<file path="src/stlb_pkg.sv">
// Shared types, codes and constants for the segment TLB refill block.
package stlb_pkg;

  localparam int TLB_SLOTS   = 64;
  localparam int STACK_PAGES = 12;
  localparam longint STACK_TOP_VAL = 64'd2147483648;
  localparam int PAGE_SHIFT  = 12;

  localparam int SLOT_W = (TLB_SLOTS > 1) ? $clog2(TLB_SLOTS) : 1;

  localparam logic [31:0] PAGE_MASK  = ~((32'd1 << PAGE_SHIFT) - 32'd1);
  localparam logic [31:0] STACK_TOP  = 32'(STACK_TOP_VAL);
  localparam logic [31:0] STACK_SPAN = 32'(longint'(STACK_PAGES) << PAGE_SHIFT);
  localparam logic [31:0] STACK_BASE = STACK_TOP - STACK_SPAN;

  typedef enum logic [2:0] {
    CMD_READ  = 3'd0,
    CMD_WRITE = 3'd1,
    CMD_RO    = 3'd2,
    CMD_ACT   = 3'd3
  } cmd_t;

  typedef enum logic [2:0] {
    ST_OK       = 3'd0,
    ST_BAD_CMD  = 3'd1,
    ST_RO_FAULT = 3'd2,
    ST_NO_SPACE = 3'd3,
    ST_BAD_ADDR = 3'd4
  } status_t;

  typedef enum logic [1:0] {
    EV_NONE    = 2'd0,
    EV_FILL    = 2'd1,
    EV_REPLACE = 2'd2,
    EV_FLUSH   = 2'd3
  } event_t;

  typedef enum logic [2:0] {
    REG_CODE_VBASE  = 3'd0,
    REG_CODE_PAGES  = 3'd1,
    REG_CODE_PBASE  = 3'd2,
    REG_DATA_VBASE  = 3'd3,
    REG_DATA_PAGES  = 3'd4,
    REG_DATA_PBASE  = 3'd5,
    REG_STACK_PBASE = 3'd6
  } reg_idx_t;

  typedef struct packed {
    logic [31:0] code_vbase;
    logic [19:0] code_pages;
    logic [31:0] code_pbase;
    logic [31:0] data_vbase;
    logic [19:0] data_pages;
    logic [31:0] data_pbase;
    logic [31:0] stack_pbase;
  } seg_cfg_t;

  typedef struct packed {
    logic        hit;
    logic        writable;
    logic [31:0] frame;
  } map_res_t;

  typedef struct packed {
    logic fill;
    logic flush;
  } alloc_req_t;

  typedef struct packed {
    logic              replace;
    logic [SLOT_W-1:0] slot;
  } alloc_resp_t;

endpackage

</file>
<file path="src/stlb_seg_map.sv">
// Segment lookup: maps a virtual page through code, data and stack segments.
module stlb_seg_map import stlb_pkg::*; (
  input  logic [31:0] page,
  input  seg_cfg_t    cfg,
  output map_res_t    res
);

  logic [31:0] cb, db, ct, dt;
  logic        in_code, in_data, in_stack;

  always_comb begin
    cb = cfg.code_vbase & PAGE_MASK;
    db = cfg.data_vbase & PAGE_MASK;
    // span wraps to 32 bits, as does the top
    ct = cb + 32'({cfg.code_pages, 32'd0} >> (32 - PAGE_SHIFT));
    dt = db + 32'({cfg.data_pages, 32'd0} >> (32 - PAGE_SHIFT));
    in_code  = (page >= cb) && (page < ct);
    in_data  = (page >= db) && (page < dt);
    in_stack = (page >= STACK_BASE) && (page < STACK_TOP);
  end

  always_comb begin
    res = '0;
    if (in_code) begin
      res.hit   = 1'b1;
      res.frame = (page - cb) + (cfg.code_pbase & PAGE_MASK);
    end else if (in_data) begin
      res.hit      = 1'b1;
      res.writable = 1'b1;
      res.frame    = (page - db) + (cfg.data_pbase & PAGE_MASK);
    end else if (in_stack) begin
      res.hit      = 1'b1;
      res.writable = 1'b1;
      res.frame    = (page - STACK_BASE) + (cfg.stack_pbase & PAGE_MASK);
    end
  end

endmodule

</file>
<file path="src/stlb_slot_alloc.sv">
// TLB slot bookkeeping: valid bits, first-free search and round-robin victim.
module stlb_slot_alloc import stlb_pkg::*; (
  input  logic        clk,
  input  logic        rst_n,
  input  alloc_req_t  req,
  output alloc_resp_t resp
);

  logic [TLB_SLOTS-1:0] valid_r, valid_nxt;
  logic [SLOT_W-1:0]    vp_r, vp_nxt;
  logic                 free_found;
  logic [SLOT_W-1:0]    free_idx;

  // lowest free slot wins: scan downwards so the last hit is the lowest
  always_comb begin
    free_found = 1'b0;
    free_idx   = '0;
    for (int i = TLB_SLOTS - 1; i >= 0; i--) begin
      if (!valid_r[i]) begin
        free_found = 1'b1;
        free_idx   = SLOT_W'(i);
      end
    end
  end

  always_comb begin
    resp.replace = !free_found;
    resp.slot    = free_found ? free_idx : vp_r;
  end

  always_comb begin
    valid_nxt = valid_r;
    vp_nxt    = vp_r;
    if (req.flush) begin
      valid_nxt = '0;
    end else if (req.fill) begin
      valid_nxt[resp.slot] = 1'b1;
      if (!free_found) begin
        vp_nxt = (vp_r == SLOT_W'(TLB_SLOTS - 1)) ? '0 : vp_r + 1'b1;
      end
    end
  end

  always_ff @(posedge clk) begin
    if (!rst_n) begin
      valid_r <= '0;
      vp_r    <= '0;
    end else begin
      valid_r <= valid_nxt;
      vp_r    <= vp_nxt;
    end
  end

endmodule

</file>
<file path="src/segment_tlb_refill_core.sv">
// Top level of the segment TLB refill block: registers, decode and result stage.
//
//  channel | ports                                          | direction
//  in      | in_valid/in_ready, in_command, in_fault_address, in_space_id | to block
//  out     | out_valid/out_ready, out_status, out_event_kind, out_virtual_page,
//          | out_physical_frame, out_writable, out_slot_index | from block
//  cfg     | cfg_valid/cfg_ready, cfg_index, cfg_data       | to block
//
// A beat taken on in waits in the input register and moves into the result register
// when out is free to take it; one beat per cycle is sustained while out is drained.
// Segment compares, translation and the first-free search over the valid bits are
// all in that single stage. Reset clears the valid bits, victim pointer, active
// space and config registers. A stall on out holds both stages.
module segment_tlb_refill_core import stlb_pkg::*; (
  input  logic        clk,
  input  logic        rst_n,
  input  logic        in_valid,
  output logic        in_ready,
  input  logic [2:0]  in_command,
  input  logic [31:0] in_fault_address,
  input  logic [7:0]  in_space_id,
  output logic        out_valid,
  input  logic        out_ready,
  output logic [2:0]  out_status,
  output logic [1:0]  out_event_kind,
  output logic [31:0] out_virtual_page,
  output logic [31:0] out_physical_frame,
  output logic        out_writable,
  output logic [5:0]  out_slot_index,
  input  logic        cfg_valid,
  output logic        cfg_ready,
  input  logic [2:0]  cfg_index,
  input  logic [31:0] cfg_data
);

  seg_cfg_t cfg_r, cfg_nxt;
  logic [7:0] active_r, active_nxt;

  logic        s1_valid_r, s1_valid_nxt;
  logic [2:0]  s1_cmd_r;
  logic [31:0] s1_addr_r;
  logic [7:0]  s1_sid_r;

  logic        out_valid_r, out_valid_nxt;
  status_t     out_status_r, status_c;
  event_t      out_event_r, event_c;
  logic [31:0] out_page_r, page_c;
  logic [31:0] out_frame_r, frame_c;
  logic        out_wr_r, wr_c;
  logic [5:0]  out_slot_r, slot_c;

  logic        commit;
  logic [31:0] page;
  map_res_t    map_res;
  alloc_req_t  alloc_req;
  alloc_resp_t alloc_resp;
  logic        do_fill, do_flush;

  assign commit   = s1_valid_r && (!out_valid_r || out_ready);
  assign in_ready = !s1_valid_r || commit;
  assign cfg_ready = 1'b1;
  assign page     = s1_addr_r & PAGE_MASK;

  stlb_seg_map u_map (
    .page (page),
    .cfg  (cfg_r),
    .res  (map_res)
  );

  stlb_slot_alloc u_alloc (
    .clk   (clk),
    .rst_n (rst_n),
    .req   (alloc_req),
    .resp  (alloc_resp)
  );

  // command decode and result assembly
  always_comb begin
    status_c = ST_OK;
    event_c  = EV_NONE;
    page_c   = '0;
    frame_c  = '0;
    wr_c     = 1'b0;
    slot_c   = '0;
    do_fill  = 1'b0;
    do_flush = 1'b0;
    case (s1_cmd_r)
      CMD_ACT: begin
        if (s1_sid_r != active_r) begin
          do_flush = 1'b1;
          event_c  = EV_FLUSH;
        end
      end
      CMD_RO: begin
        status_c = ST_RO_FAULT;
      end
      CMD_READ, CMD_WRITE: begin
        if (active_r == '0) begin
          status_c = ST_NO_SPACE;
        end else if (!map_res.hit) begin
          status_c = ST_BAD_ADDR;
        end else begin
          do_fill = 1'b1;
          event_c = alloc_resp.replace ? EV_REPLACE : EV_FILL;
          page_c  = page;
          frame_c = map_res.frame;
          wr_c    = map_res.writable;
          slot_c  = 6'(alloc_resp.slot);
        end
      end
      default: begin
        status_c = ST_BAD_CMD;
      end
    endcase
  end

  always_comb begin
    alloc_req.fill  = commit && do_fill;
    alloc_req.flush = commit && do_flush;
  end

  always_comb begin
    active_nxt = active_r;
    if (commit && (s1_cmd_r == CMD_ACT)) begin
      active_nxt = s1_sid_r;
    end
  end

  always_comb begin
    cfg_nxt = cfg_r;
    if (cfg_valid) begin
      case (cfg_index)
        REG_CODE_VBASE:  cfg_nxt.code_vbase  = cfg_data;
        REG_CODE_PAGES:  cfg_nxt.code_pages  = cfg_data[19:0];
        REG_CODE_PBASE:  cfg_nxt.code_pbase  = cfg_data;
        REG_DATA_VBASE:  cfg_nxt.data_vbase  = cfg_data;
        REG_DATA_PAGES:  cfg_nxt.data_pages  = cfg_data[19:0];
        REG_DATA_PBASE:  cfg_nxt.data_pbase  = cfg_data;
        REG_STACK_PBASE: cfg_nxt.stack_pbase = cfg_data;
        default: ;
      endcase
    end
  end

  always_comb begin
    s1_valid_nxt = s1_valid_r;
    if (in_valid && in_ready) begin
      s1_valid_nxt = 1'b1;
    end else if (commit) begin
      s1_valid_nxt = 1'b0;
    end
    out_valid_nxt = out_valid_r;
    if (commit) begin
      out_valid_nxt = 1'b1;
    end else if (out_ready) begin
      out_valid_nxt = 1'b0;
    end
  end

  always_ff @(posedge clk) begin
    if (!rst_n) begin
      cfg_r       <= '0;
      active_r    <= '0;
      s1_valid_r  <= 1'b0;
      out_valid_r <= 1'b0;
    end else begin
      cfg_r       <= cfg_nxt;
      active_r    <= active_nxt;
      s1_valid_r  <= s1_valid_nxt;
      out_valid_r <= out_valid_nxt;
    end
  end

  // payload, no reset
  always_ff @(posedge clk) begin
    if (in_valid && in_ready) begin
      s1_cmd_r  <= in_command;
      s1_addr_r <= in_fault_address;
      s1_sid_r  <= in_space_id;
    end
    if (commit) begin
      out_status_r <= status_c;
      out_event_r  <= event_c;
      out_page_r   <= page_c;
      out_frame_r  <= frame_c;
      out_wr_r     <= wr_c;
      out_slot_r   <= slot_c;
    end
  end

  assign out_valid          = out_valid_r;
  assign out_status         = out_status_r;
  assign out_event_kind     = out_event_r;
  assign out_virtual_page   = out_page_r;
  assign out_physical_frame = out_frame_r;
  assign out_writable       = out_wr_r;
  assign out_slot_index     = out_slot_r;

endmodule
</file>
<file path="config.mk">
export PLATFORM = sky130hd
export DESIGN_NAME = segment_tlb_refill_core
export DESIGN_NICKNAME = d
export VERILOG_FILES = /design/src/stlb_pkg.sv /design/src/stlb_seg_map.sv /design/src/stlb_slot_alloc.sv /design/src/segment_tlb_refill_core.sv
export SDC_FILE = /design/constraint.sdc
export NUM_CORES = 1
export LEC_CHECK = 0
export BUFFER_PORTS_ARGS = -buffer_cell sky130_fd_sc_hd__buf_2
export CORE_UTILIZATION = 58
export DETAILED_ROUTE_END_ITERATION = 10
export PLACE_DENSITY_LB_ADDON = 0.15
export SLEW_MARGIN = 0
export SYNTH_ARGS = -nofsm -noshare
export SYNTH_HDL_FRONTEND = slang
export SYNTH_HIERARCHICAL = 1
export SYNTH_SLANG_ARGS = --single-unit
</file>
<file path="constraint.sdc">
create_clock -name clk -period 6.3 [get_ports clk]
set_clock_uncertainty 0.05 [all_clocks]
set_input_delay 0.63 -clock clk [delete_from_list [all_inputs] [get_ports clk]]
set_output_delay 0.63 -clock clk [all_outputs]
set_load 0.02 [all_outputs]
</file>
==> flow_summary.yaml, run 1 <==
sta:
  setup_ws_ns: 0.445
  period_share_pct: 92.9
  fmax_mhz: 171
  finalSetupViolCount: 0
  finalSetupTns_ns: 0
  timing.hold.ws_ns: 0.206
  tightest_slew_ns: 1.19
  maxSlewViolCount: 0
  rsz0062_at_grt: "false"
  final-hold-violation-count: 0
  fin_crit_ns: 5.85
  slew_headroom_pct: 20.6
floorplan:
  die_width_microns: 195
  ioPinCount: 162
  fp.dieH_microns: 195
  rows: 70
  dieArea_sq_mm: 0.0379
  initial_utilization_pct: 58.8
  core_area_sq_mm: 0.0366
clock_tree:
  clk_pin_slew_ns: 0.06
  hold_buffers: 0
  cts_buffers: 36
  cts_buffer_depth: 3
  cts_tree: "done"
  cts_sinks: 315
  htreeDepth: 2
  clk_latency_ns: 0.55
  root_buffer: "clkbuf_16"
min_path:
  hp-class: "input port to flip-flop"
  hold_start: "in_fault_address[14]"
  min_to: "s1_addr_r[14]$_DFFE_PP_"
  worst_hold_path.num_cells: 1
run:
  maxCapViolCount: 0
power_and_ir_drop:
  power.leakage_uw: 0.00978
  vdd_ir_drop_max_mv: 0.237
  p_per_area_mw_per_mm2: 220
detailed_routing:
  firstDrtPassIters: 5
  vias: 18200
  remaining_drc_errors: 0
  wl_per_cell_microns: 18.7
  routed_via_density: 5.81
  drt_wl_total_microns: 58500
  drt_iter0_drc: 1284
  antenna_left: 0
final_layout:
  area_growth_pct: 10.9
  layout.nets: 2972
  final_cells: 3135
  final_area_sq_mm: 0.0239
  drive_above_1_share_pct: 10.1
setup_path:
  path_common_cell: "nor2_1"
  arrival_ns: 6.27
  cp.required_ns: 6.72
  startpoint_type: "flip-flop"
  critPathKind: "flip-flop to flip-flop"
  slowest_stage: "or4_4"
  r2r_setup_slack_ns: 0.45
  reg2reg_to: "u_alloc/valid_r[8]$_SDFFE_PP0P_"
  path_max_fanout: 10
  crit_path_end_kind: "flip-flop"
  r2r-start: "cfg_r[180]$_SDFFE_PN0P_"
  slowest_delay_ns: 0.50
  reg2reg_depth: 26
place:
  placed_cells: 3070
  port-buffer-count: 136
  post-place-ws_ns: 0.279
  dp_hpwl_microns: 43900
  place_area_sq_mm: 0.0226
  gp_congestion: 0.914
yosys:
  netlist_area_sq_mm: 0.0215
  yosysWarnings: 6
  avgSynthCellArea_sq_um: 8.59
  synthCells: 2507
status:
  status: "finished, final reports clean"
grt:
  grt_busiest_layer: "met2"
  grt_pass1_wl_microns: 93300
  grt_use_met1_pct: 42.0
  met3_usage_pct: 4.22
  grt_max_degree: 140
  grt_use_met2_pct: 51.4
  antenna_found_initial: 0
  grt_pass1_vias: 17800
  grt-ovfl-total: 0
  grt_usage_pct: 31.1
worst max-delay path: cells and delay by family, from the launching register on:
kind | cells | cell delay, ns
xor gates and xnor gates | 1 | 0.15
AOI/OAI and AO/OA | 10 | 2.22
and+or+nand+nor | 11 | 1.87
DFF | 1 | 0.44
adders and majority gates | 3 | 0.96
buffers and inverters | 1 | 0.07
metrics by stage:
stage | power (uW) | utilization [%]
after floorplan | 2890 | -
after global placement | 3110 | 61.9
after detailed placement | 3130 | 61.9
after CTS | 5270 | 65.2
after global routing | 5470 | 65.2
final | 5260 | 65.2
power by group:
| part | switching (uW) | internal (uW) | leakage (uW) |
|---|---|---|---|
| sequential | 56.0 | 2140 | 0.00272 |
| combinational | 553 | 376 | 0.00646 |
| clock | 867 | 1280 | 0.000597 |
area by class of cell:
| class | count | area [sq um] |
|---|---|---|
| Inverter | 224 | 841 |
| Sequential cell | 315 | 7260 |
| Antenna cell | 1 | 2.50 |
| Clock inverter | 16 | 140 |
| Fill cell | 3154 | 12700 |
| Clock buffer | 48 | 1070 |
| Timing Repair Buffer | 146 | 758 |
| Tap cell | 468 | 586 |
| Multi-Input combinational cell | 1917 | 13200 |
per-layer routing:
layer	wire, microns	vias up
met5	0	-
met4	1650	0
met3	4030	104
li1	-	8911
met2	26800	636
met1	26000	8563
how the worst max path moves through the flow:
stage / from / end / slack, ns / cells past startpoint
after detailed placement: cfg_r[96]$_SDFFE_PN0P_ / u_alloc/valid_r[8]$_SDFFE_PP0P_ / 0.28 / 26
after CTS: cfg_r[96]$_SDFFE_PN0P_ / u_alloc/valid_r[8]$_SDFFE_PP0P_ / 0.23 / 26
final: cfg_r[180]$_SDFFE_PN0P_ / u_alloc/valid_r[8]$_SDFFE_PP0P_ / 0.45 / 26
after floorplan: cfg_r[96]$_SDFFE_PN0P_ / u_alloc/valid_r[12]$_SDFFE_PP0P_ / 0.61 / 30
after global placement: cfg_r[97]$_SDFFE_PN0P_ / u_alloc/valid_r[12]$_SDFFE_PP0P_ / 0.37 / 25
after global routing: cfg_r[180]$_SDFFE_PN0P_ / u_alloc/valid_r[8]$_SDFFE_PP0P_ / 0.04 / 28
registers in the layout, summed over array words and instances (netlist names), 2 cells and up:
signal	flops
s1_sid_r	8
u_alloc/valid_r	64
u_alloc/vp_r	6
s1_addr_r	20
out_event_kind	2
out_physical_frame	32
cfg_r	140
s1_cmd_r	3
out_slot_index	6
out_virtual_page	20
out_status	3
active_r	8
cells in the final DEF (no fill, tap or decap), types with 13 or more instances in the layout:
| master | instances |
|---|---|
| a21boi_0 | 117 |
| ha_1 | 208 |
| conb_1 | 51 |
| nand4_1 | 47 |
| a21boi_1 | 31 |
| a31oi_1 | 23 |
| buf_2 | 135 |
| inv_1 | 224 |
| fa_1 | 41 |
| o211ai_1 | 17 |
| a21oi_1 | 100 |
| edfxtp_1 | 95 |
| o21bai_1 | 13 |
| xnor2_1 | 67 |
| and2_1 | 68 |
| nor3_1 | 20 |
| dfxtp_1 | 219 |
| clkbuf_16 | 39 |
| nor2_1 | 95 |
| a211oi_1 | 13 |
| o21a_1 | 27 |
| nand3_1 | 41 |
| nor2b_1 | 31 |
| a21o_1 | 69 |
| o31ai_1 | 24 |
| nand2_1 | 429 |
| o21ai_0 | 122 |
| nand2b_1 | 29 |
| xor2_1 | 44 |
what timing repair did:
item | 4_1_cts | 5_1_grt
endpoints found under the setup margin | 0 | 13
buffers inserted | 0 | 0
resized for setup | 0 | 7
Power figures use the tool's default switching activity.
==> inputs of run 2 (changes only) <==
--- a/config.mk
+++ b/config.mk
@@ -5,9 +5,9 @@
 export SDC_FILE = /design/constraint.sdc
 export NUM_CORES = 1
 export LEC_CHECK = 0
-export BUFFER_PORTS_ARGS = -buffer_cell sky130_fd_sc_hd__buf_2
 export CORE_UTILIZATION = 58
 export DETAILED_ROUTE_END_ITERATION = 10
+export DONT_BUFFER_PORTS = 1
 export PLACE_DENSITY_LB_ADDON = 0.15
 export SLEW_MARGIN = 0
 export SYNTH_ARGS = -nofsm -noshare
==> run 2 against run 1 <==
Effect of this change: worst hold slack lost 0.093 ns; first-iteration DRC count fell by 17%; highest routed layer is now met5; combinational power down 9.6%; cell area decreased by 3.0%; clock power about the same; non-clock buffer count decreased by 135; sequential power is essentially flat; utilization fell by 2.0 points; die area unchanged.
==> flow_summary.yaml, run 2 (synthesis results as in run 1) <==
status:
  status: "finished, final reports clean"
final_layout:
  max_flop_register: "cfg_r"
  final_common_cell: "nand2_1"
  drive_above_1_share_pct: 4.90
  final_cell_mix: "nand2_1, inv_1, dfxtp_1"
  layout.nets: 2837
  num_antenna_cells: 0
  final_cells: 3001
  nFillCells: 3117
  area_growth_pct: 7.54
  final_area_sq_mm: 0.0232
  largest_reg_flops: 140
place:
  placed_cells: 2935
  place_area_sq_mm: 0.0220
  port-buffer-count: 0
  dp_hpwl_microns: 43600
  post-place-ws_ns: 0.354
  gp_congestion: 0.956
setup_path:
  crit_path_end_kind: "flip-flop"
  critPathKind: "flip-flop to flip-flop"
  cp.required_ns: 6.69
  arrival_ns: 6.18
  path_max_fanout: 4
  reg2reg_to: "u_alloc/vp_r[0]$_SDFFE_PN0P_"
  r2r_setup_slack_ns: 0.51
  slowest_delay_ns: 0.46
  slowest_stage: "a2111o_1"
  r2r-start: "cfg_r[180]$_SDFFE_PN0P_"
  startpoint_type: "flip-flop"
  reg2reg_depth: 26
sta:
  finalSetupViolCount: 0
  fmax_mhz: 173
  slew_headroom_pct: 25.9
  final-hold-violation-count: 0
  rsz0062_at_grt: "false"
  period_share_pct: 91.9
  finalSetupTns_ns: 0
  tightest_slew_ns: 1.11
  fin_crit_ns: 5.79
  maxSlewViolCount: 0
  setup_ws_ns: 0.511
detailed_routing:
  vias: 17800
  routed_via_density: 5.92
  drt_wl_total_microns: 58300
  firstDrtPassIters: 5
  drt_iter0_drc: 1062
  remaining_drc_errors: 0
  wl_per_cell_microns: 19.4
  antenna_left: 0
floorplan:
  ioPinCount: 162
  fp.dieH_microns: 195
  die_width_microns: 195
  dieArea_sq_mm: 0.0379
  rows: 70
  core_area_sq_mm: 0.0366
  initial_utilization_pct: 58.8
min_path:
  min_to: "s1_addr_r[17]$_DFFE_PP_"
  worst_hold_path.num_cells: 0
  hp-class: "input port to flip-flop"
  hold_start: "in_fault_address[17]"
clock_tree:
  cts_buffer_depth: 3
  clk_pin_slew_ns: 0.06
  htreeDepth: 2
  root_buffer: "clkbuf_16"
  cts_tree: "done"
  cts_sinks: 315
  hold_buffers: 0
  clk_latency_ns: 0.57
  cts_buffers: 36
grt:
  grt_pass1_wl_microns: 91900
  grt_pass1_vias: 17300
  grt_max_degree: 157
  grt_usage_pct: 30.7
  grt-ovfl-total: 0
  antenna_found_initial: 2
power_and_ir_drop:
  vdd_ir_drop_max_mv: 0.193
  p_per_area_mw_per_mm2: 223
  power.leakage_uw: 0.00920
  p_total_uw: 5160
run:
  maxCapViolCount: 0
[run 2: cell count changes in the layout (fill, tap and decap cells not counted), sizes merged]
cell,previous run,this run
inv,224,226
clkinv,11,9
diode,1,0
clkinvlp,3,1
buf,146,11
clkbuf,48,52
[run 2: worst max path at each step]
stage / startpoint / end / slack (ns) / depth (start not counted)
after global placement: cfg_r[97]$_SDFFE_PN0P_ / u_alloc/vp_r[3]$_SDFFE_PN0P_ / 0.46 / 25
after global routing: cfg_r[180]$_SDFFE_PN0P_ / u_alloc/vp_r[0]$_SDFFE_PN0P_ / 0.05 / 28
after detailed placement: cfg_r[97]$_SDFFE_PN0P_ / u_alloc/vp_r[0]$_SDFFE_PN0P_ / 0.35 / 25
after floorplan: cfg_r[96]$_SDFFE_PN0P_ / u_alloc/valid_r[12]$_SDFFE_PP0P_ / 0.61 / 30
after CTS: cfg_r[97]$_SDFFE_PN0P_ / u_alloc/vp_r[0]$_SDFFE_PN0P_ / 0.31 / 25
final: cfg_r[180]$_SDFFE_PN0P_ / u_alloc/vp_r[0]$_SDFFE_PN0P_ / 0.51 / 26
[run 2: report_power, final]
part / internal, uW / total [uW] / switching [uW]
Combinational: 351 / 840 / 489
Clock: 1250 / 2110 / 861
Sequential: 2140 / 2210 / 74.9
[run 2: layout make-up]
type                    instances  area (sq um)  area share, %
clock inverters                14           128          0.551
multi-input cells            1917         13200           57.1
inverters                     224           841           3.63
clock buffers                  52          1050           4.54
repair buffers                 11          82.6          0.356
flip-flops and latches        315          7260           31.3
well taps                     468           586           2.53
[run 2: critical path, delay by kind of cell, from the launching register on]
kind | cells | cell delay [ns]
AOI/OAI and AO/OA | 10 | 2.31
xor gates and xnor gates | 1 | 0.14
adders and majority gates | 3 | 0.94
buffers and inverters | 1 | 0.07
DFF | 1 | 0.42
and+or+nand+nor | 11 | 1.73
[run 2: timing repair]
action | in CTS | in global routing
setup buffers | 0 | 0
setup endpoints to repair | 0 | 48
gates resized for setup | 0 | 5
[run 2: metal layers]
layer / vias to the layer above / wire, microns / track usage (%)
li1: 8643 / - / -
met1: 8369 / 25800 / 39.6
met2: 642 / 26100 / 50.0
met3: 122 / 4240 / 6.14
met4: 2 / 2120 / 12.9
met5: - / 12 / 0
[run 2: per-stage QoR]
step / hold slack [ns] / util [%]
global route: 0.0971 / 63.3
floorplan: 0.385 / -
finish: 0.112 / 63.3
detailed placement: 0.398 / 60.0
global placement: 0.391 / 60.0
CTS: 0.0836 / 63.2
